<file path="src/button_event_engine_macros.svh">
// Assertion helpers shared by the button event engine RTL.
`ifndef BUTTON_EVENT_ENGINE_MACROS_SVH
`define BUTTON_EVENT_ENGINE_MACROS_SVH

`ifndef SYNTHESIS
// Property checked on the rising clock edge, off while reset is asserted.
`define BEE_ASSERT(lbl, clk, rstn, prop, msg) \
  lbl: assert property (@(posedge clk) disable iff (!rstn) (prop)) else $error(msg);
// Condition that must never be true on a clock edge.
`define BEE_ASSERT_NEVER(lbl, clk, rstn, cond, msg) \
  `BEE_ASSERT(lbl, clk, rstn, !(cond), msg)
`else
`define BEE_ASSERT(lbl, clk, rstn, prop, msg)
`define BEE_ASSERT_NEVER(lbl, clk, rstn, cond, msg)
`endif

`endif

</file>
<file path="src/bee_pkg.sv">
`timescale 1ns / 1ps

package bee_pkg;

  // Fixed sizes
  localparam int unsigned HW_BUTTONS           = 4;
  localparam int unsigned DEF_FIFO_DEPTH       = 16;
  localparam int unsigned DEF_LOGICAL_BUTTONS  = 6;
  localparam int unsigned MACH_W               = 5;
  localparam int unsigned TICK_W               = 16;
  localparam int unsigned FILTER_W             = 8;
  localparam int unsigned KEYS_W               = 4;
  localparam int unsigned EVENT_W              = 6;
  localparam int unsigned CFG_IDX_W            = 3;
  localparam int unsigned CFG_DATA_W           = 16;
  localparam int unsigned IN_TDATA_W           = 8;
  localparam int unsigned OUT_TDATA_W          = 24;
  localparam int unsigned LEVEL_W              = 5;
  localparam int unsigned CNT_W                = 3;

  // Register reset values
  localparam logic [HW_BUTTONS-1:0] RST_ACTIVE_HIGH = 4'd8;
  localparam logic [FILTER_W-1:0]   RST_FILTER      = 8'd2;
  localparam logic [TICK_W-1:0]     RST_LONG_PRESS  = 16'd100;
  localparam logic [TICK_W-1:0]     RST_HOLD        = 16'd5;
  localparam logic [KEYS_W-1:0]     RST_COMBO_ONE   = 4'd3;
  localparam logic [KEYS_W-1:0]     RST_COMBO_TWO   = 4'd11;

  typedef enum logic [CFG_IDX_W-1:0] {
    REG_ACTIVE_HIGH = 3'd0,
    REG_FILTER      = 3'd1,
    REG_LONG_PRESS  = 3'd2,
    REG_HOLD        = 3'd3,
    REG_COMBO_ONE   = 3'd4,
    REG_COMBO_TWO   = 3'd5
  } cfg_reg_e;

  typedef enum logic {
    KIND_TICK = 1'b0,
    KIND_READ = 1'b1
  } kind_e;

  typedef enum logic [1:0] {
    ACT_UP   = 2'd0,
    ACT_DOWN = 2'd1,
    ACT_BRK  = 2'd2
  } action_e;

  typedef enum logic [2:0] {
    EV_DOWN   = 3'd0,
    EV_UP     = 3'd1,
    EV_LSTART = 3'd2,
    EV_LHOLD  = 3'd3,
    EV_LUP    = 3'd4
  } event_code_e;

  // Press machine state, kept one-hot in the state memory
  typedef enum logic [3:0] {
    PS_IDLE = 4'b0001,
    PS_DOWN = 4'b0010,
    PS_LONG = 4'b0100,
    PS_BRK  = 4'b1000
  } press_state_e;

  typedef struct packed {
    press_state_e            st;
    logic [TICK_W-1:0]       tick;
  } press_entry_t;

  localparam int unsigned PRESS_ENTRY_W = $bits(press_entry_t);
  localparam press_entry_t PRESS_RESET  = '{st: PS_IDLE, tick: '0};

  typedef struct packed {
    logic         push;
    event_code_e  code;
    press_entry_t entry;
  } press_res_t;

  typedef struct packed {
    logic               push;
    logic [EVENT_W-1:0] data;
    logic               pop;
  } fifo_req_t;

endpackage

</file>
<file path="src/bee_ram.sv">
`timescale 1ns / 1ps

module bee_ram #(
  parameter int unsigned WIDTH = 8,
  parameter int unsigned DEPTH = 16,
  parameter int unsigned AW    = (DEPTH > 1) ? $clog2(DEPTH) : 1
) (
  input  logic             clk_i,
  input  logic             we_i,
  input  logic [AW-1:0]    waddr_i,
  input  logic [WIDTH-1:0] wdata_i,
  input  logic             re_i,
  input  logic [AW-1:0]    raddr_i,
  output logic [WIDTH-1:0] rdata_o
);

  logic [WIDTH-1:0] mem_q [DEPTH];
  logic [WIDTH-1:0] rdata_q;

  // One write port, one registered read port
  always_ff @(posedge clk_i) begin
    if (we_i) begin
      mem_q[waddr_i] <= wdata_i;
    end
    if (re_i) begin
      rdata_q <= mem_q[raddr_i];
    end
  end

  assign rdata_o = rdata_q;

endmodule

</file>
<file path="src/bee_debounce.sv">
`timescale 1ns / 1ps

module bee_debounce (
  input  logic                             clk_i,
  input  logic                             rst_ni,
  input  logic                             tick_i,
  input  logic [bee_pkg::HW_BUTTONS-1:0]   raw_i,
  input  logic [bee_pkg::HW_BUTTONS-1:0]   active_high_i,
  input  logic [bee_pkg::FILTER_W-1:0]     filter_i,
  output logic [bee_pkg::HW_BUTTONS-1:0]   deb_o
);

  import bee_pkg::*;

  logic [HW_BUTTONS-1:0] deb_q, deb_d;
  logic [FILTER_W-1:0]   cnt_q [HW_BUTTONS];
  logic [FILTER_W-1:0]   cnt_d [HW_BUTTONS];

  // Per-button filter lanes: count ticks that disagree, flip at threshold
  always_comb begin
    logic             active;
    logic [FILTER_W-1:0] inc;
    deb_d = deb_q;
    for (int i = 0; i < HW_BUTTONS; i++) begin
      active   = (raw_i[i] == active_high_i[i]);
      inc      = cnt_q[i] + FILTER_W'(1);
      cnt_d[i] = cnt_q[i];
      if (tick_i) begin
        if (deb_q[i] != active) begin
          if (inc >= filter_i) begin
            deb_d[i] = ~deb_q[i];
            cnt_d[i] = '0;
          end else begin
            cnt_d[i] = inc;
          end
        end else begin
          cnt_d[i] = '0;
        end
      end
    end
  end

  always_ff @(posedge clk_i or negedge rst_ni) begin
    if (!rst_ni) begin
      deb_q <= '0;
      for (int i = 0; i < HW_BUTTONS; i++) begin
        cnt_q[i] <= '0;
      end
    end else begin
      deb_q <= deb_d;
      for (int i = 0; i < HW_BUTTONS; i++) begin
        cnt_q[i] <= cnt_d[i];
      end
    end
  end

  assign deb_o = deb_q;

endmodule

</file>
<file path="src/bee_press_step.sv">
`timescale 1ns / 1ps

module bee_press_step (
  input  bee_pkg::press_entry_t              entry_i,
  input  logic [bee_pkg::MACH_W-1:0]         mach_i,
  input  logic [bee_pkg::HW_BUTTONS-1:0]     deb_i,
  input  logic [bee_pkg::KEYS_W-1:0]         combo_one_i,
  input  logic [bee_pkg::KEYS_W-1:0]         combo_two_i,
  input  logic [bee_pkg::TICK_W-1:0]         long_press_i,
  input  logic [bee_pkg::TICK_W-1:0]         hold_i,
  output bee_pkg::press_res_t                res_o
);

  import bee_pkg::*;

  localparam logic [HW_BUTTONS-1:0] ONE = HW_BUTTONS'(1);

  action_e           act;
  logic [TICK_W-1:0] tick_inc;

  // Action seen by this machine: up, down or broken by another key
  always_comb begin
    logic [HW_BUTTONS-1:0] own;
    logic [HW_BUTTONS-1:0] lead;
    logic [HW_BUTTONS-1:0] second;
    logic [KEYS_W-1:0]     keys;
    logic                  combo;
    own    = '0;
    keys   = combo_one_i;
    combo  = 1'b0;
    act    = ACT_UP;
    if (mach_i < MACH_W'(HW_BUTTONS)) begin
      own = ONE << mach_i;
      if (|(deb_i & ~own)) begin
        act = ACT_BRK;
      end else if (|(deb_i & own)) begin
        act = ACT_DOWN;
      end
    end else if (mach_i == MACH_W'(HW_BUTTONS)) begin
      combo = 1'b1;
    end else if (mach_i == MACH_W'(HW_BUTTONS + 1)) begin
      keys  = combo_two_i;
      combo = 1'b1;
    end
    // two-bit keys always address a hardware button
    lead   = ONE << keys[1:0];
    second = ONE << keys[3:2];
    if (combo) begin
      if (|(deb_i & ~(lead | second))) begin
        act = ACT_BRK;
      end else if (!(|(deb_i & lead))) begin
        act = ACT_BRK;
      end else if (|(deb_i & second)) begin
        act = ACT_DOWN;
      end else begin
        act = ACT_UP;
      end
    end
  end

  assign tick_inc = entry_i.tick + TICK_W'(1);

  // Press state transition and event
  always_comb begin
    res_o.push  = 1'b0;
    res_o.code  = EV_DOWN;
    res_o.entry = entry_i;
    unique case (entry_i.st)
      PS_IDLE: begin
        if (act == ACT_DOWN) begin
          res_o.push        = 1'b1;
          res_o.code        = EV_DOWN;
          res_o.entry.tick  = '0;
          res_o.entry.st    = PS_DOWN;
        end
      end
      PS_DOWN: begin
        if (act == ACT_BRK) begin
          res_o.entry.st = PS_BRK;
        end else if (act == ACT_DOWN) begin
          res_o.entry.tick = tick_inc;
          if (tick_inc >= long_press_i) begin
            res_o.push       = 1'b1;
            res_o.code       = EV_LSTART;
            res_o.entry.tick = '0;
            res_o.entry.st   = PS_LONG;
          end
        end else begin
          res_o.push     = 1'b1;
          res_o.code     = EV_UP;
          res_o.entry.st = PS_IDLE;
        end
      end
      PS_LONG: begin
        if (act == ACT_BRK) begin
          res_o.entry.st = PS_BRK;
        end else if (act == ACT_DOWN) begin
          res_o.entry.tick = tick_inc;
          if (tick_inc >= hold_i) begin
            res_o.push       = 1'b1;
            res_o.code       = EV_LHOLD;
            res_o.entry.tick = '0;
          end
        end else begin
          res_o.push     = 1'b1;
          res_o.code     = EV_LUP;
          res_o.entry.st = PS_IDLE;
        end
      end
      PS_BRK: begin
        if (act == ACT_UP) begin
          res_o.entry.st = PS_IDLE;
        end
      end
      default: begin
        res_o.entry = PRESS_RESET;
      end
    endcase
  end

endmodule

</file>
<file path="src/bee_event_fifo.sv">
`timescale 1ns / 1ps
`include "button_event_engine_macros.svh"

module bee_event_fifo #(
  parameter int unsigned DEPTH = bee_pkg::DEF_FIFO_DEPTH
) (
  input  logic                          clk_i,
  input  logic                          rst_ni,
  input  bee_pkg::fifo_req_t            req_i,
  output logic [bee_pkg::EVENT_W-1:0]   rd_data_o,
  output logic                          empty_o,
  output logic                          full_o,
  output logic [$clog2(DEPTH):0]        level_o
);

  import bee_pkg::*;

  localparam int unsigned AW  = $clog2(DEPTH);
  localparam int unsigned PW  = AW + 1;
  localparam int unsigned MOD = 2 * DEPTH;

  logic [PW-1:0] wr_q, wr_d, rd_q, rd_d;
  logic [PW-1:0] used;
  logic [PW:0]   used_sum;
  logic [PW-1:0] wr_fold, rd_fold;
  logic [AW-1:0] wr_idx, rd_idx;

  // Pointers run modulo twice the depth; fill level from their distance
  assign used_sum = {1'b0, wr_q} + (PW + 1)'(MOD) - {1'b0, rd_q};
  assign used     = (wr_q >= rd_q) ? (wr_q - rd_q) : used_sum[PW-1:0];
  assign empty_o  = (used == '0);
  assign full_o   = (used >= PW'(DEPTH));
  assign level_o  = used;

  // Storage slot of each pointer
  assign wr_fold = (wr_q >= PW'(DEPTH)) ? (wr_q - PW'(DEPTH)) : wr_q;
  assign rd_fold = (rd_q >= PW'(DEPTH)) ? (rd_q - PW'(DEPTH)) : rd_q;
  assign wr_idx  = wr_fold[AW-1:0];
  assign rd_idx  = rd_fold[AW-1:0];

  always_comb begin
    wr_d = wr_q;
    rd_d = rd_q;
    if (req_i.push) begin
      wr_d = (wr_q == PW'(MOD - 1)) ? '0 : wr_q + PW'(1);
    end
    if (req_i.pop) begin
      rd_d = (rd_q == PW'(MOD - 1)) ? '0 : rd_q + PW'(1);
    end
  end

  always_ff @(posedge clk_i or negedge rst_ni) begin
    if (!rst_ni) begin
      wr_q <= '0;
      rd_q <= '0;
    end else begin
      wr_q <= wr_d;
      rd_q <= rd_d;
    end
  end

  bee_ram #(
    .WIDTH (EVENT_W),
    .DEPTH (DEPTH),
    .AW    (AW)
  ) u_store (
    .clk_i   (clk_i),
    .we_i    (req_i.push),
    .waddr_i (wr_idx),
    .wdata_i (req_i.data),
    .re_i    (req_i.pop),
    .raddr_i (rd_idx),
    .rdata_o (rd_data_o)
  );

  `BEE_ASSERT(a_level_bound, clk_i, rst_ni, used <= PW'(DEPTH), "fifo level beyond depth")
  `BEE_ASSERT_NEVER(a_pop_empty, clk_i, rst_ni, req_i.pop && empty_o, "pop from empty fifo")
  `BEE_ASSERT_NEVER(a_push_full, clk_i, rst_ni, req_i.push && full_o, "push into full fifo")

endmodule

</file>
<file path="src/button_event_engine.sv">
`timescale 1ns / 1ps
`include "button_event_engine_macros.svh"

// Button event engine: a tick transfer (tuser 0) carries raw pin levels of
// four buttons, which are debounced and then fed to LOGICAL_BUTTONS press
// machines (four single buttons, two combos) whose events go into an event
// FIFO, dropped when it is full; a read transfer (tuser 1) pops one event.
// Every input transfer returns exactly one result transfer. Press machine
// state lives in a synchronous RAM that is walked one machine per cycle,
// so a tick result follows a pass over all LOGICAL_BUTTONS machines; a read
// of a non-empty FIFO waits for the event RAM read, and a read of an empty
// FIFO is answered straight from the idle state. One item is processed at
// a time; the next is accepted once the result register is free or being
// taken.
module button_event_engine #(
  parameter int unsigned FIFO_DEPTH      = bee_pkg::DEF_FIFO_DEPTH,
  parameter int unsigned LOGICAL_BUTTONS = bee_pkg::DEF_LOGICAL_BUTTONS
) (
  input  logic                              clk_i,
  input  logic                              rst_ni,
  // configuration writes
  input  logic                              cfg_we_i,
  input  logic [bee_pkg::CFG_IDX_W-1:0]     cfg_idx_i,
  input  logic [bee_pkg::CFG_DATA_W-1:0]    cfg_data_i,
  // input stream
  input  logic                              s_axis_tvalid,
  output logic                              s_axis_tready,
  input  logic [bee_pkg::IN_TDATA_W-1:0]    s_axis_tdata,  // [3:0] raw_levels
  input  logic                              s_axis_tuser,  // [0] kind
  // result stream
  output logic                              m_axis_tvalid,
  input  logic                              m_axis_tready,
  // [2:0] event_button, [5:3] event_code, [8:6] events_written,
  // [11:9] events_dropped, [16:12] fifo_level
  output logic [bee_pkg::OUT_TDATA_W-1:0]   m_axis_tdata,
  output logic                              m_axis_tuser   // [0] event_valid
);

  import bee_pkg::*;

  localparam int unsigned MW        = (LOGICAL_BUTTONS > 1) ? $clog2(LOGICAL_BUTTONS) : 1;
  localparam int unsigned FIFO_PW   = $clog2(FIFO_DEPTH) + 1;
  localparam logic [MW-1:0] LAST_MACH = MW'(LOGICAL_BUTTONS - 1);

  typedef enum logic [2:0] {
    ST_IDLE = 3'b001,
    ST_RUN  = 3'b010,
    ST_READ = 3'b100
  } seq_state_e;

  // Configuration registers
  logic [HW_BUTTONS-1:0] active_high_q;
  logic [FILTER_W-1:0]   filter_q;
  logic [TICK_W-1:0]     long_press_q;
  logic [TICK_W-1:0]     hold_q;
  logic [KEYS_W-1:0]     combo_one_q;
  logic [KEYS_W-1:0]     combo_two_q;

  always_ff @(posedge clk_i or negedge rst_ni) begin
    if (!rst_ni) begin
      active_high_q <= RST_ACTIVE_HIGH;
      filter_q      <= RST_FILTER;
      long_press_q  <= RST_LONG_PRESS;
      hold_q        <= RST_HOLD;
      combo_one_q   <= RST_COMBO_ONE;
      combo_two_q   <= RST_COMBO_TWO;
    end else if (cfg_we_i) begin
      unique case (cfg_reg_e'(cfg_idx_i))
        REG_ACTIVE_HIGH: active_high_q <= cfg_data_i[HW_BUTTONS-1:0];
        REG_FILTER:      filter_q      <= cfg_data_i[FILTER_W-1:0];
        REG_LONG_PRESS:  long_press_q  <= cfg_data_i[TICK_W-1:0];
        REG_HOLD:        hold_q        <= cfg_data_i[TICK_W-1:0];
        REG_COMBO_ONE:   combo_one_q   <= cfg_data_i[KEYS_W-1:0];
        REG_COMBO_TWO:   combo_two_q   <= cfg_data_i[KEYS_W-1:0];
        default: ;
      endcase
    end
  end

  seq_state_e               state_q, state_d;
  logic [MW-1:0]            m_q, m_d;
  logic [LOGICAL_BUTTONS-1:0] pvalid_q, pvalid_d;
  logic [CNT_W-1:0]         wr_cnt_q, wr_cnt_d, drop_cnt_q, drop_cnt_d;

  logic                     out_valid_q, out_valid_d;
  logic                     out_ev_valid_q, out_ev_valid_d;
  logic [2:0]               out_btn_q, out_btn_d;
  logic [2:0]               out_code_q, out_code_d;
  logic [CNT_W-1:0]         out_wr_q, out_wr_d;
  logic [CNT_W-1:0]         out_drop_q, out_drop_d;
  logic [LEVEL_W-1:0]       out_level_q, out_level_d;

  logic                     in_fire;
  logic                     tick_fire;
  logic [HW_BUTTONS-1:0]    deb;

  logic                     press_re, press_we;
  logic [MW-1:0]            press_raddr;
  logic [PRESS_ENTRY_W-1:0] press_rdata;
  press_entry_t             cur_entry;
  press_res_t               press_res;

  fifo_req_t                fifo_req;
  logic [EVENT_W-1:0]       fifo_rdata;
  logic                     fifo_empty, fifo_full;
  logic [FIFO_PW-1:0]       fifo_level;

  assign s_axis_tready = (state_q == ST_IDLE) && (!out_valid_q || m_axis_tready);
  assign in_fire       = s_axis_tvalid && s_axis_tready;
  assign tick_fire     = in_fire && (kind_e'(s_axis_tuser) == KIND_TICK);

  bee_debounce u_debounce (
    .clk_i         (clk_i),
    .rst_ni        (rst_ni),
    .tick_i        (tick_fire),
    .raw_i         (s_axis_tdata[HW_BUTTONS-1:0]),
    .active_high_i (active_high_q),
    .filter_i      (filter_q),
    .deb_o         (deb)
  );

  // Press state memory; an entry never written reads as idle
  bee_ram #(
    .WIDTH (PRESS_ENTRY_W),
    .DEPTH (LOGICAL_BUTTONS),
    .AW    (MW)
  ) u_press_mem (
    .clk_i   (clk_i),
    .we_i    (press_we),
    .waddr_i (m_q),
    .wdata_i (press_res.entry),
    .re_i    (press_re),
    .raddr_i (press_raddr),
    .rdata_o (press_rdata)
  );

  assign cur_entry = pvalid_q[m_q] ? press_entry_t'(press_rdata) : PRESS_RESET;

  bee_press_step u_step (
    .entry_i      (cur_entry),
    .mach_i       (MACH_W'(m_q)),
    .deb_i        (deb),
    .combo_one_i  (combo_one_q),
    .combo_two_i  (combo_two_q),
    .long_press_i (long_press_q),
    .hold_i       (hold_q),
    .res_o        (press_res)
  );

  bee_event_fifo #(
    .DEPTH (FIFO_DEPTH)
  ) u_fifo (
    .clk_i     (clk_i),
    .rst_ni    (rst_ni),
    .req_i     (fifo_req),
    .rd_data_o (fifo_rdata),
    .empty_o   (fifo_empty),
    .full_o    (fifo_full),
    .level_o   (fifo_level)
  );

  // Sequencer: one press machine per cycle, reading the next entry while
  // writing back the current one
  always_comb begin
    logic push_ok;
    push_ok        = 1'b0;
    state_d        = state_q;
    m_d            = m_q;
    pvalid_d       = pvalid_q;
    wr_cnt_d       = wr_cnt_q;
    drop_cnt_d     = drop_cnt_q;
    press_re       = 1'b0;
    press_we       = 1'b0;
    press_raddr    = '0;
    fifo_req       = '0;
    out_valid_d    = out_valid_q && !m_axis_tready;
    out_ev_valid_d = out_ev_valid_q;
    out_btn_d      = out_btn_q;
    out_code_d     = out_code_q;
    out_wr_d       = out_wr_q;
    out_drop_d     = out_drop_q;
    out_level_d    = out_level_q;
    unique case (state_q)
      ST_IDLE: begin
        if (in_fire) begin
          if (kind_e'(s_axis_tuser) == KIND_TICK) begin
            press_re   = 1'b1;
            m_d        = '0;
            wr_cnt_d   = '0;
            drop_cnt_d = '0;
            state_d    = ST_RUN;
          end else if (!fifo_empty) begin
            fifo_req.pop = 1'b1;
            state_d      = ST_READ;
          end else begin
            out_valid_d    = 1'b1;
            out_ev_valid_d = 1'b0;
            out_btn_d      = '0;
            out_code_d     = '0;
            out_wr_d       = '0;
            out_drop_d     = '0;
            out_level_d    = LEVEL_W'(fifo_level);
          end
        end
      end
      ST_RUN: begin
        press_we      = 1'b1;
        pvalid_d[m_q] = 1'b1;
        if (press_res.push) begin
          if (fifo_full) begin
            drop_cnt_d = drop_cnt_q + CNT_W'(1);
          end else begin
            push_ok       = 1'b1;
            fifo_req.push = 1'b1;
            fifo_req.data = {3'(m_q), press_res.code};
            wr_cnt_d      = wr_cnt_q + CNT_W'(1);
          end
        end
        if (m_q == LAST_MACH) begin
          out_valid_d    = 1'b1;
          out_ev_valid_d = 1'b0;
          out_btn_d      = '0;
          out_code_d     = '0;
          out_wr_d       = wr_cnt_d;
          out_drop_d     = drop_cnt_d;
          out_level_d    = LEVEL_W'(fifo_level + FIFO_PW'(push_ok));
          state_d        = ST_IDLE;
        end else begin
          m_d         = m_q + MW'(1);
          press_re    = 1'b1;
          press_raddr = m_q + MW'(1);
        end
      end
      ST_READ: begin
        out_valid_d    = 1'b1;
        out_ev_valid_d = 1'b1;
        out_btn_d      = fifo_rdata[5:3];
        out_code_d     = fifo_rdata[2:0];
        out_wr_d       = '0;
        out_drop_d     = '0;
        out_level_d    = LEVEL_W'(fifo_level);
        state_d        = ST_IDLE;
      end
      default: begin
        state_d = ST_IDLE;
      end
    endcase
  end

  always_ff @(posedge clk_i or negedge rst_ni) begin
    if (!rst_ni) begin
      state_q     <= ST_IDLE;
      m_q         <= '0;
      pvalid_q    <= '0;
      wr_cnt_q    <= '0;
      drop_cnt_q  <= '0;
      out_valid_q <= 1'b0;
    end else begin
      state_q     <= state_d;
      m_q         <= m_d;
      pvalid_q    <= pvalid_d;
      wr_cnt_q    <= wr_cnt_d;
      drop_cnt_q  <= drop_cnt_d;
      out_valid_q <= out_valid_d;
    end
  end

  // Result payload
  always_ff @(posedge clk_i) begin
    out_ev_valid_q <= out_ev_valid_d;
    out_btn_q      <= out_btn_d;
    out_code_q     <= out_code_d;
    out_wr_q       <= out_wr_d;
    out_drop_q     <= out_drop_d;
    out_level_q    <= out_level_d;
  end

  assign m_axis_tvalid = out_valid_q;
  assign m_axis_tuser  = out_ev_valid_q;
  assign m_axis_tdata  = {7'b0, out_level_q, out_drop_q, out_wr_q, out_code_q, out_btn_q};

  `BEE_ASSERT(a_run_index, clk_i, rst_ni, (state_q == ST_RUN) |-> (m_q <= LAST_MACH), "machine index out of range")
  `BEE_ASSERT(a_read_result, clk_i, rst_ni, (state_q == ST_READ) |=> (out_valid_q && out_ev_valid_q), "read did not return an event")
  `BEE_ASSERT(a_tick_result, clk_i, rst_ni, (state_q == ST_RUN && m_q == LAST_MACH) |=> (out_valid_q && !out_ev_valid_q), "tick did not return a result")

endmodule
</file>
<file path="config.mk">
export PLATFORM = sky130hd
export DESIGN_NAME = button_event_engine
export DESIGN_NICKNAME = d
export VERILOG_FILES = /design/src/bee_pkg.sv /design/src/bee_ram.sv /design/src/bee_debounce.sv /design/src/bee_press_step.sv /design/src/bee_event_fifo.sv /design/src/button_event_engine.sv
export VERILOG_INCLUDE_DIRS = /design/src /design/src/src
export SDC_FILE = /design/constraint.sdc
export NUM_CORES = 1
export LEC_CHECK = 0
export BUFFER_PORTS_ARGS = -buffer_cell sky130_fd_sc_hd__buf_2
export CORE_UTILIZATION = 53
export CTS_CLUSTER_DIAMETER = 30
export DETAILED_ROUTE_END_ITERATION = 8
export PLACE_DENSITY = 0.79
export RECOVER_POWER = 50
export SLEW_MARGIN = 20
export SYNTH_ARGS = -nofsm -noshare
export SYNTH_HDL_FRONTEND = slang
export SYNTH_HIERARCHICAL = 1
export SYNTH_SLANG_ARGS = --single-unit
</file>
<file path="constraint.sdc">
create_clock -name clk_i -period 15.95 [get_ports clk_i]
set_clock_uncertainty 0.2 [all_clocks]
set_input_delay 2.3925 -clock clk_i [delete_from_list [all_inputs] [get_ports clk_i]]
set_output_delay 2.3925 -clock clk_i [all_outputs]
set_load 0.01 [all_outputs]
</file>
# --- Word level (Yosys, flattened, before mapping) ---
# Memory sizes are Yosys's and may differ from the RTL's. A register that Yosys moved wholly into a read port is not among the register bits.
# Cells that the tools add are included.
classes:
  n_mux: 111
  bitwise: 14
  eq_ne: 33
  n_addsub: 16
  magnitude_cmp: 13
  n_reduce_logical: 32
  shift: 3
ops:
  columns: ["op", "count"]
  rows:
  - ["$mux W16", 5]
  - ["$mux W8", 9]
  - ["$pmux W16 S4", 1]
  - ["$mux W3", 19]
  - ["$mux W4", 13]
  - ["$mux W24", 2]
  - ["$pmux W3 S3", 4]
  - ["$mux W5", 7]
  - ["$add A8 B1 Y8 const B", 4]
  - ["$ge A16 B16 Y1", 2]
  - ["$ge A8 B8 Y1", 4]
  - ["$mux W1", 30]
  - ["$pmux W3 S2", 4]
  - ["$mux W7", 3]
  - ["$and A4 B4 Y4", 5]
  - ["$mux W20", 1]
  - ["$reduce_or A4 Y1", 5]
  - ["$reduce_and A3 Y1", 6]
  - ["$add A16 B1 Y16 const B", 1]
  - ["$pmux W4 S4", 1]
  - ["$add A5 B1 Y5 const B", 3]
  - ["$eq A3 B3 Y1 const B", 5]
  - ["$ge A5 B5 Y1 const B", 3]
  - ["$pmux W5 S3", 1]
  - ["45 further kinds", 84]
word_totals:
  inputBits: 33
  output_inout_bits: 27
  elab_cells: 252
  n_memories: 2
  ramBits: 216
  register_bits: 135
memory_table:
  columns: ["name", "depth", "width", "rd", "rd_ports_with_merged_regs", "wr", "line_no", "text"]
  rows:
  - ["u_press_mem.mem_q", 6, 20, 1, 1, 1, "bee_ram.sv:17", "logic [WIDTH-1:0] mem_q [DEPTH];"]
  - ["u_fifo.u_store.mem_q", 16, 6, 1, 1, 1, "bee_ram.sv:17", null]

# --- Logic depth before layout (Yosys ltp) ---
# Gate-level depths: netlist of run 1.
depth:
  word_depth: 20
  mapped_depth: 24
  ltp_nobuf: 22

# --- Cells and area by module ---
# Netlist of run 1, hierarchy kept.
by_module_without_submodules:
  columns: ["mod", "area_each_um2", "cells_per_inst", "seq_area_each_um2", "instances"]
  rows:
  - ["bee_ram (u_press_mem)", 5260.0, 265, 4204.0, 1]
  - ["button_event_engine", 4015.1, 310, 2333.5, 1]
  - ["bee_ram (u_fifo.u_store)", 3955.0, 178, 3062.9, 1]
  - ["bee_debounce", 2792.7, 307, 900.9, 1]
  - ["bee_press_step", 2416.1, 356, 0.0, 1]
  - ["bee_event_fifo", 686.9, 73, 250.2, 1]

# --- Worst setup path after synthesis of run 1 ---
# OpenSTA, ideal clock, no wires.
synth_timing:
  path_kind: "register to register"
  from: "register m_q[0]"
  to: "memory u_fifo/u_store/mem_q[0][0] (netlist name) (enable)"
  setup_time_ps: 377
  t_required_ps: 15373
  stages_incl_launch_ff: 23
  arrival_ps: 5768
  path_slack_ps: 9605
  n_path_buf: 2
  path_cell_list: "dfrtp_1 -> buf_2 -> mux2i_1 -> nor3_1 -> a221oi_2 -> buf_2 -> nor2b_1 -> ha_1 -> nand4_4 -> nor3_1 -> nand3_1 -> xnor2_1 -> ha_1 -> nand4_1 -> or3_1 -> or3_1 -> o211ai_1 -> nand2_1 -> o211ai_1 -> nand2b_1 -> nor2_1 -> or3b_2 -> nor3_1"
synth_rtl:
  columns: ["item", "line_no", "text"]
  rows:
  - ["start: declaration", "button_event_engine.sv:81", "logic [MW-1:0] m_q, m_d;"]
  - ["start signal: assignment", "button_event_engine.sv:260", "m_q <= m_d;"]
  - ["end: declaration", "bee_ram.sv:17", null]

==> impl_metrics.ini, run 1 <==
[clock_network]
hold_buffers = 0
clk_pin_slew_ns = 0.05
cts_tree = yes
root_buffer = clkbuf_16
cts_max_path_buffers = 3
clock_sinks = 377
cts_buffers = 66
clk-insertion-delay-late_ns = 0.56
cts_resized = 0
post_cts_buffers = 0
cts_max_level = 3

[floorplan]
ios = 60
initial_core_util_pct = 53.77
fp.dieH_microns = 192.0
die_w_microns = 192.0
core-area_sq_um = 35570
die_area_sq_um = 36850
rows = 69

[synth]
synth.largest_area_cell = edfxtp_1
synth_ff_type = edfxtp_1
synth_cells = 1489
synth_edf_count = 260
syn_area_sq_um = 19130
synth_area_per_cell_sq_um = 12.84
synth_top_area_share_pct = 40.82
synth_seq_cells = 377
seq_area_frac_synth_pct = 56.21
postSynth.asyncResetShare_pct = 31.03
synth_cell_types = 100
ys_top_cells_by_area = edfxtp_1 (41%), dfrtp_1 (14%), ha_1 (5.7%), mux2i_1 (3.5%), mux2_2 (3.1%)
yosysWarnings = 6

[setup_path]
cp_data_required_time_ns = 15.92
startpoint_type = flip-flop
max_stage_delay_ns = 0.88
path_buf_inv = 2
cp_top_family = simple AND/OR/NAND/NOR gates
path_depth = 21
path_cells = mux2i_1, nor3_1, a221oi_2, buf_4, nor2b_1, nand3_1, nor4_2, and4_1, xor2_1, ha_1, nand4_1, or3_1, or3_1, o211ai_1, nand2_1, o211ai_1, nand2b_1, nor2_1, buf_4, nand3b_1, nor3_1
rr_worst_depth = 21
crit_path_top_delay_cell = nor3_1
crit_path_end_kind = flip-flop
crit-reg2reg-launch = m_q[0]
reg2reg_setup_slack_ns = 7.85
arrival_ns = 8.07
crit_path_max_fanout = 20
crit_start = m_q[0]
critical_path.endpoint = u_fifo/u_store/mem_q[4][4]
rr_endpoint = u_fifo/u_store/mem_q[4][4]
path_class = flip-flop to flip-flop

[placement]
routabilityCongestion = 0.8448
portBuffers = 48
dp_hpwl_microns = 25400
place_inst = 1964

[cells_and_area]
multi_input_area_sq_um = 7624
fillers = 2597
syn2layout_area_growth_pct = 14.03
area.sequential_sq_um = 10750
drive_above_1_share_pct = 15.97
nets = 1692
final_cell_count_no_fill = 2084

[global_route]
grt-ovfl-total = 0
grt_usage_pct = 22.24
grt_pass1_vias = 12430
grt_start_max_net_pins = 72
antenna_found_initial = 1
grt_pass1_wl_microns = 63800

[route]
wl_microns = 39980
drtIter0Drc = 834
route.detailed.drc = 0
avgRoutedWirePerCell_microns = 19.18
ant_nets = 0
dr.pass1.iters = 6
via_per_inst = 5.914
vias = 12330

[timing]
max_freq_mhz = 123.5
slew_violations = 256
tightest_slew_ns = 3.871
relSlewSlack_pct = -158.1
grt_setup_unrepaired = no
fin_crit_sh_pct = 50.76
fin_crit_ns = 8.096
finalHoldViolations = 0
setup_viol_count_final = 0
finalSetupTns_ns = 0

[worst_hold_path]
min_path_type = flip-flop to flip-flop

[power]
p_leak_nw = 8.137
powerDensity_nw_per_um2 = 172.2
max-vdd-ir-drop_mv = 0.1137

[flow_run]
max_cap_viol_count = 6

[status]
status = finished with violations
violations = capacitance limit, slew limit
-- report_power, final --
group	switching (mW)	internal [mW]	total (mW)
combinational	0.646	0.429	1.07
sequential	0.113	1.19	1.30
clock	0.478	0.898	1.38
-- layout make-up --
type | count | area share, %
inverter | 90 | 1.555
sequential | 377 | 49.31
antenna | 1 | 0.01147
clock inverter | 39 | 1.962
clock buffer | 80 | 8.141
tap | 461 | 2.645
multi-input combinational | 969 | 34.96
timing repair buffer | 67 | 1.423
-- metal layers --
layer	global-route usage (%)	vias up	part of all wire (%)
met4	8.608	0	2.4
met3	4.093	80	6.1
met1	27.46	6057	41
met5	0	-	0
li1	-	5756	-
met2	38.56	432	51
-- logic make-up after synthesis --
kind of cell / count (synthesis) / synth area share, %
simple gates: 367 / 10.32
fa+ha+maj: 88 / 5.796
xor+xnor: 58 / 2.695
mux: 153 / 10.42
flops: 377 / 56.21
compound gates: 287 / 10.43
buf+inv: 158 / 4.108
other cells: 1 / 0.01961
-- how the worst min path moves through the flow --
stage                 from           to  slack (ns)  depth (start not counted)
3_3_place_gp   pvalid_q[4]  pvalid_q[4]        0.23                          1
6_report       pvalid_q[4]  pvalid_q[4]        0.25                          1
4_1_cts        pvalid_q[4]  pvalid_q[4]        0.26                          1
3_5_place_dp   pvalid_q[4]  pvalid_q[4]        0.25                          1
5_1_grt        pvalid_q[2]  pvalid_q[2]        0.28                          1
2_1_floorplan  pvalid_q[4]  pvalid_q[4]        0.22                          1
-- sequential cells by signal, indices dropped and copies added (netlist names), 4 cells and up --
signal	cells
u_press_mem/rdata_o	20
active_high_q	4
filter_q	8
u_fifo/u_store/rdata_o	6
u_fifo/rd_q	5
pvalid_q	6
combo_one_q	4
u_press_mem/mem_q	120
combo_two_q	4
u_fifo/u_store/mem_q	96
out_level_q	5
u_fifo/wr_q	5
u_debounce/deb_o	4
hold_q	16
u_debounce/cnt_q	32
long_press_q	16
-- cells in the final DEF, fill, tap and decap left out, drive strengths merged, types with 18 or more instances in the layout --
cell / instances
ha: 87
buf: 33
clkbuf: 114
nand2: 95
mux2i: 66
xor2: 22
o22ai: 26
a21o: 22
nand2b: 25
a21oi: 56
a31oi: 18
edfxtp: 260
dfrtp: 104
inv: 95
nor2b: 33
nand3: 36
mux4: 27
nor2: 62
mux2: 60
nor3: 32
xnor2: 36
a22o: 22
clkinv: 23
o21ai: 59
-- worst reg2reg max path: stages, from the launching register on --
cell	delay, ns
dfrtp_1	0.82
mux2i_1	0.17
nor3_1	0.24
a221oi_2	0.06
buf_4	0.22
nor2b_1	0.52
nand3_1	0.32
nor4_2	0.62
and4_1	0.36
xor2_1	0.13
ha_1	0.32
nand4_1	0.10
or3_1	0.42
or3_1	0.37
o211ai_1	0.33
nand2_1	0.13
o211ai_1	0.47
nand2b_1	0.30
nor2_1	0.27
buf_4	0.27
nand3b_1	0.21
nor3_1	0.89
-- per-stage QoR --
stage	worst slack [ns]	total power [mW]	cell area (sq um)	utilization, %	hold WS, ns
after detailed placement	7.965	2.386	19740	55.50	0.2480
after global routing	6.954	3.956	21810	61.31	0.2817
after CTS	7.888	3.779	21940	61.69	0.2563
after floorplan	9.605	2.148	19180	-	0.2208
after global placement	8.079	2.344	19740	55.48	0.2331
final	7.854	3.755	21810	61.31	0.2538
-- Yosys cell counts, drive strengths merged (27+ instances only) --
cell      n
edfxtp  260
dfrtp   104
nand2    95
ha       87
inv      87
mux2i    66
nor2     62
mux2     60
o21ai    59
a21oi    56
buf      42
nand3    36
xnor2    36
nor2b    33
nor3     32
mux4     27
No activity file was read; power rests on OpenSTA's default activity.
==> run 2, diff against run 1 <==
==> constraint.sdc (replaced) <==
create_clock -name clk_i -period 7.5 [get_ports clk_i]
set_clock_uncertainty 0.2 [all_clocks]
set_input_delay 1.125 -clock clk_i [delete_from_list [all_inputs] [get_ports clk_i]]
set_output_delay 1.125 -clock clk_i [all_outputs]
set_load 0.01 [all_outputs]
==> run 2 against run 1 <==
  * The flow still finishes with violations (capacitance limit, slew limit)
  * Clock power rose by 98%
  * Worst hold slack improved by 0.0018 ns
  * Register-to-register slack lost 7.4 ns
  * First-iteration DRC count is 10% higher
  * Global-route usage shrank 0.063 points
  * Cell count unchanged
  * Via count rose by 0.72%
  * Total power increased by 110%
  * Count of clock-buffer cells in the layout is 19 lower
  * Critical path depth did not move
  * Die area did not move
  * Critical path type unchanged
  * Largest power group is now registers
==> impl_metrics.ini, run 2 (synthesis gave the netlist of run 1 again) <==
[setup_path]
arrival_ns = 7.08
crit_path_max_fanout = 20
crit_path_end_kind = flip-flop
path_class = flip-flop to flip-flop
cp_data_required_time_ns = 7.52
rr_endpoint = u_fifo/u_store/mem_q[3][4]
rr_worst_depth = 21
reg2reg_setup_slack_ns = 0.44
crit-reg2reg-launch = m_q[1]
startpoint_type = flip-flop

[placement]
place_area_sq_um = 19810
dp_hpwl_microns = 26340
routabilityCongestion = 0.8374
post-place-ws_ns = 0.2629
portBuffers = 48
place_inst = 1974

[global_route]
grt-ovfl-total = 0
grt_pass1_vias = 12570
grt_start_max_net_pins = 69
grt_pass1_wl_microns = 64160
antenna_found_initial = 0
grt_usage_pct = 22.18

[cells_and_area]
design_area_sq_um = 21850
area.sequential_sq_um = 10760
syn2layout_area_growth_pct = 14.24
drive_above_1_share_pct = 19.53
multi_input_area_sq_um = 7685
nets = 1694
final_common_cell = edfxtp_1
fillers = 2587
largest_register_ffs = 120
fin_util_pct = 61.43
top_register = u_press_mem/mem_q
final_cell_count_no_fill = 2084
diodes = 0
mostFrequentLayoutCells = edfxtp_1 (260), dfrtp_1 (100), nand2_1 (94), ha_1 (87), inv_1 (84)
reg_top3 = u_press_mem/mem_q x120, u_fifo/u_store/mem_q x96, u_debounce/cnt_q x32

[clock_network]
cts_tree = yes
cts_resized = 0
root_buffer = clkbuf_16
cts_buffers = 58
hold_buffers = 0
post_cts_buffers = 0
clk-insertion-delay-late_ns = 0.58
cts_max_level = 2
clock_sinks = 377
cts_max_path_buffers = 3
clk_pin_slew_ns = 0.06

[floorplan]
die_area_sq_um = 36850
rows = 69
die_w_microns = 192.0
fp.dieH_microns = 192.0
ios = 60
initial_core_util_pct = 53.77
core-area_sq_um = 35570

[timing]
fin_crit_ns = 7.057
tightest_slew_ns = 3.392
slew_violations = 149
finalHoldViolations = 0
fin_crit_sh_pct = 94.10
relSlewSlack_pct = -126.2
max_freq_mhz = 141.7
hold_ws_ns = 0.2556
grt_setup_unrepaired = yes
fin_ws_ns = 0.4426
setup_viol_count_final = 0

[route]
wl_microns = 40300
vias = 12410
drtIter0Drc = 921
via_per_inst = 5.957
ant_nets = 0
dr.pass1.iters = 5
route.detailed.drc = 0
avgRoutedWirePerCell_microns = 19.34

[worst_hold_path]
min_path_type = flip-flop to flip-flop
hold_depth = 1
hold_end = pvalid_q[0]
hold_path_startpoint = pvalid_q[0]

[flow_run]
max_cap_viol_count = 3

[status]
violations = capacitance limit, slew limit
status = finished with violations

[power]
max-vdd-ir-drop_mv = 0.3466
powerDensity_nw_per_um2 = 358.9
p_leak_nw = 8.232
[run 2: per-stage QoR]
stage | power, mW | setup TNS [ns]
after floorplan | 4.569 | 0
after global placement | 5.000 | 0
after detailed placement | 5.107 | 0
after CTS | 7.858 | 0
after global routing | 8.255 | -0.1094
final | 7.841 | 0
[run 2: power by group]
part / total, mW / internal (mW) / switching (mW)
combinational: 2.34 / 0.951 / 1.39
clock: 2.73 / 1.68 / 1.05
sequential: 2.77 / 2.53 / 0.243
total: 7.84 / 5.16 / 2.68
[run 2: layout make-up]
type                    count  area share (%)
inverters                  90           1.552
repair buffers             77           2.044
clock inverters            49           2.474
flip-flops and latches    377           49.23
well taps                 461           2.640
multi-input cells         969           35.17
clock buffers              61           6.883
[run 2: worst max path at each step]
stage | startpoint | slack [ns] | depth (start not counted) | endpoint
after floorplan | m_q[0] | 1.15 | 22 | u_fifo/u_store/mem_q[0][0]
after global placement | m_q[1] | 0.54 | 21 | u_fifo/u_store/mem_q[3][0]
after detailed placement | m_q[1] | 0.26 | 21 | u_fifo/u_store/mem_q[3][5]
after CTS | m_q[1] | 0.23 | 21 | u_fifo/u_store/mem_q[3][4]
after global routing | m_q[1] | -0.02 | 21 | u_fifo/u_store/mem_q[3][4]
final | m_q[1] | 0.44 | 21 | u_fifo/u_store/mem_q[3][4]
[run 2: worst max-delay path, cell delays in order (launching register included)]
cell and delay, ns:
dfrtp_2 0.57, inv_1 0.16, nor2_1 0.23, a221oi_2 0.10, buf_4 0.22, nor2b_1 0.29
ha_1 0.37, nand4_4 0.19, nor3_1 0.43, nand3_1 0.19, xnor2_1 0.20, ha_1 0.31
nand4_1 0.11, or3_1 0.43, or3_1 0.35, o211ai_1 0.28, nand2_1 0.11, o211ai_1 0.45
nand2b_1 0.29, nor2_1 0.19, or3b_2 0.55, nor2_1 0.44
[run 2: per-layer routing]
metal	track usage [%]	part of all wire [%]	vias to the layer above
li1	-	-	5749
met4	9.035	3.3	0
met3	3.910	5.9	101
met5	0	0	-
met1	28.39	42	6112
met2	37.24	49	452
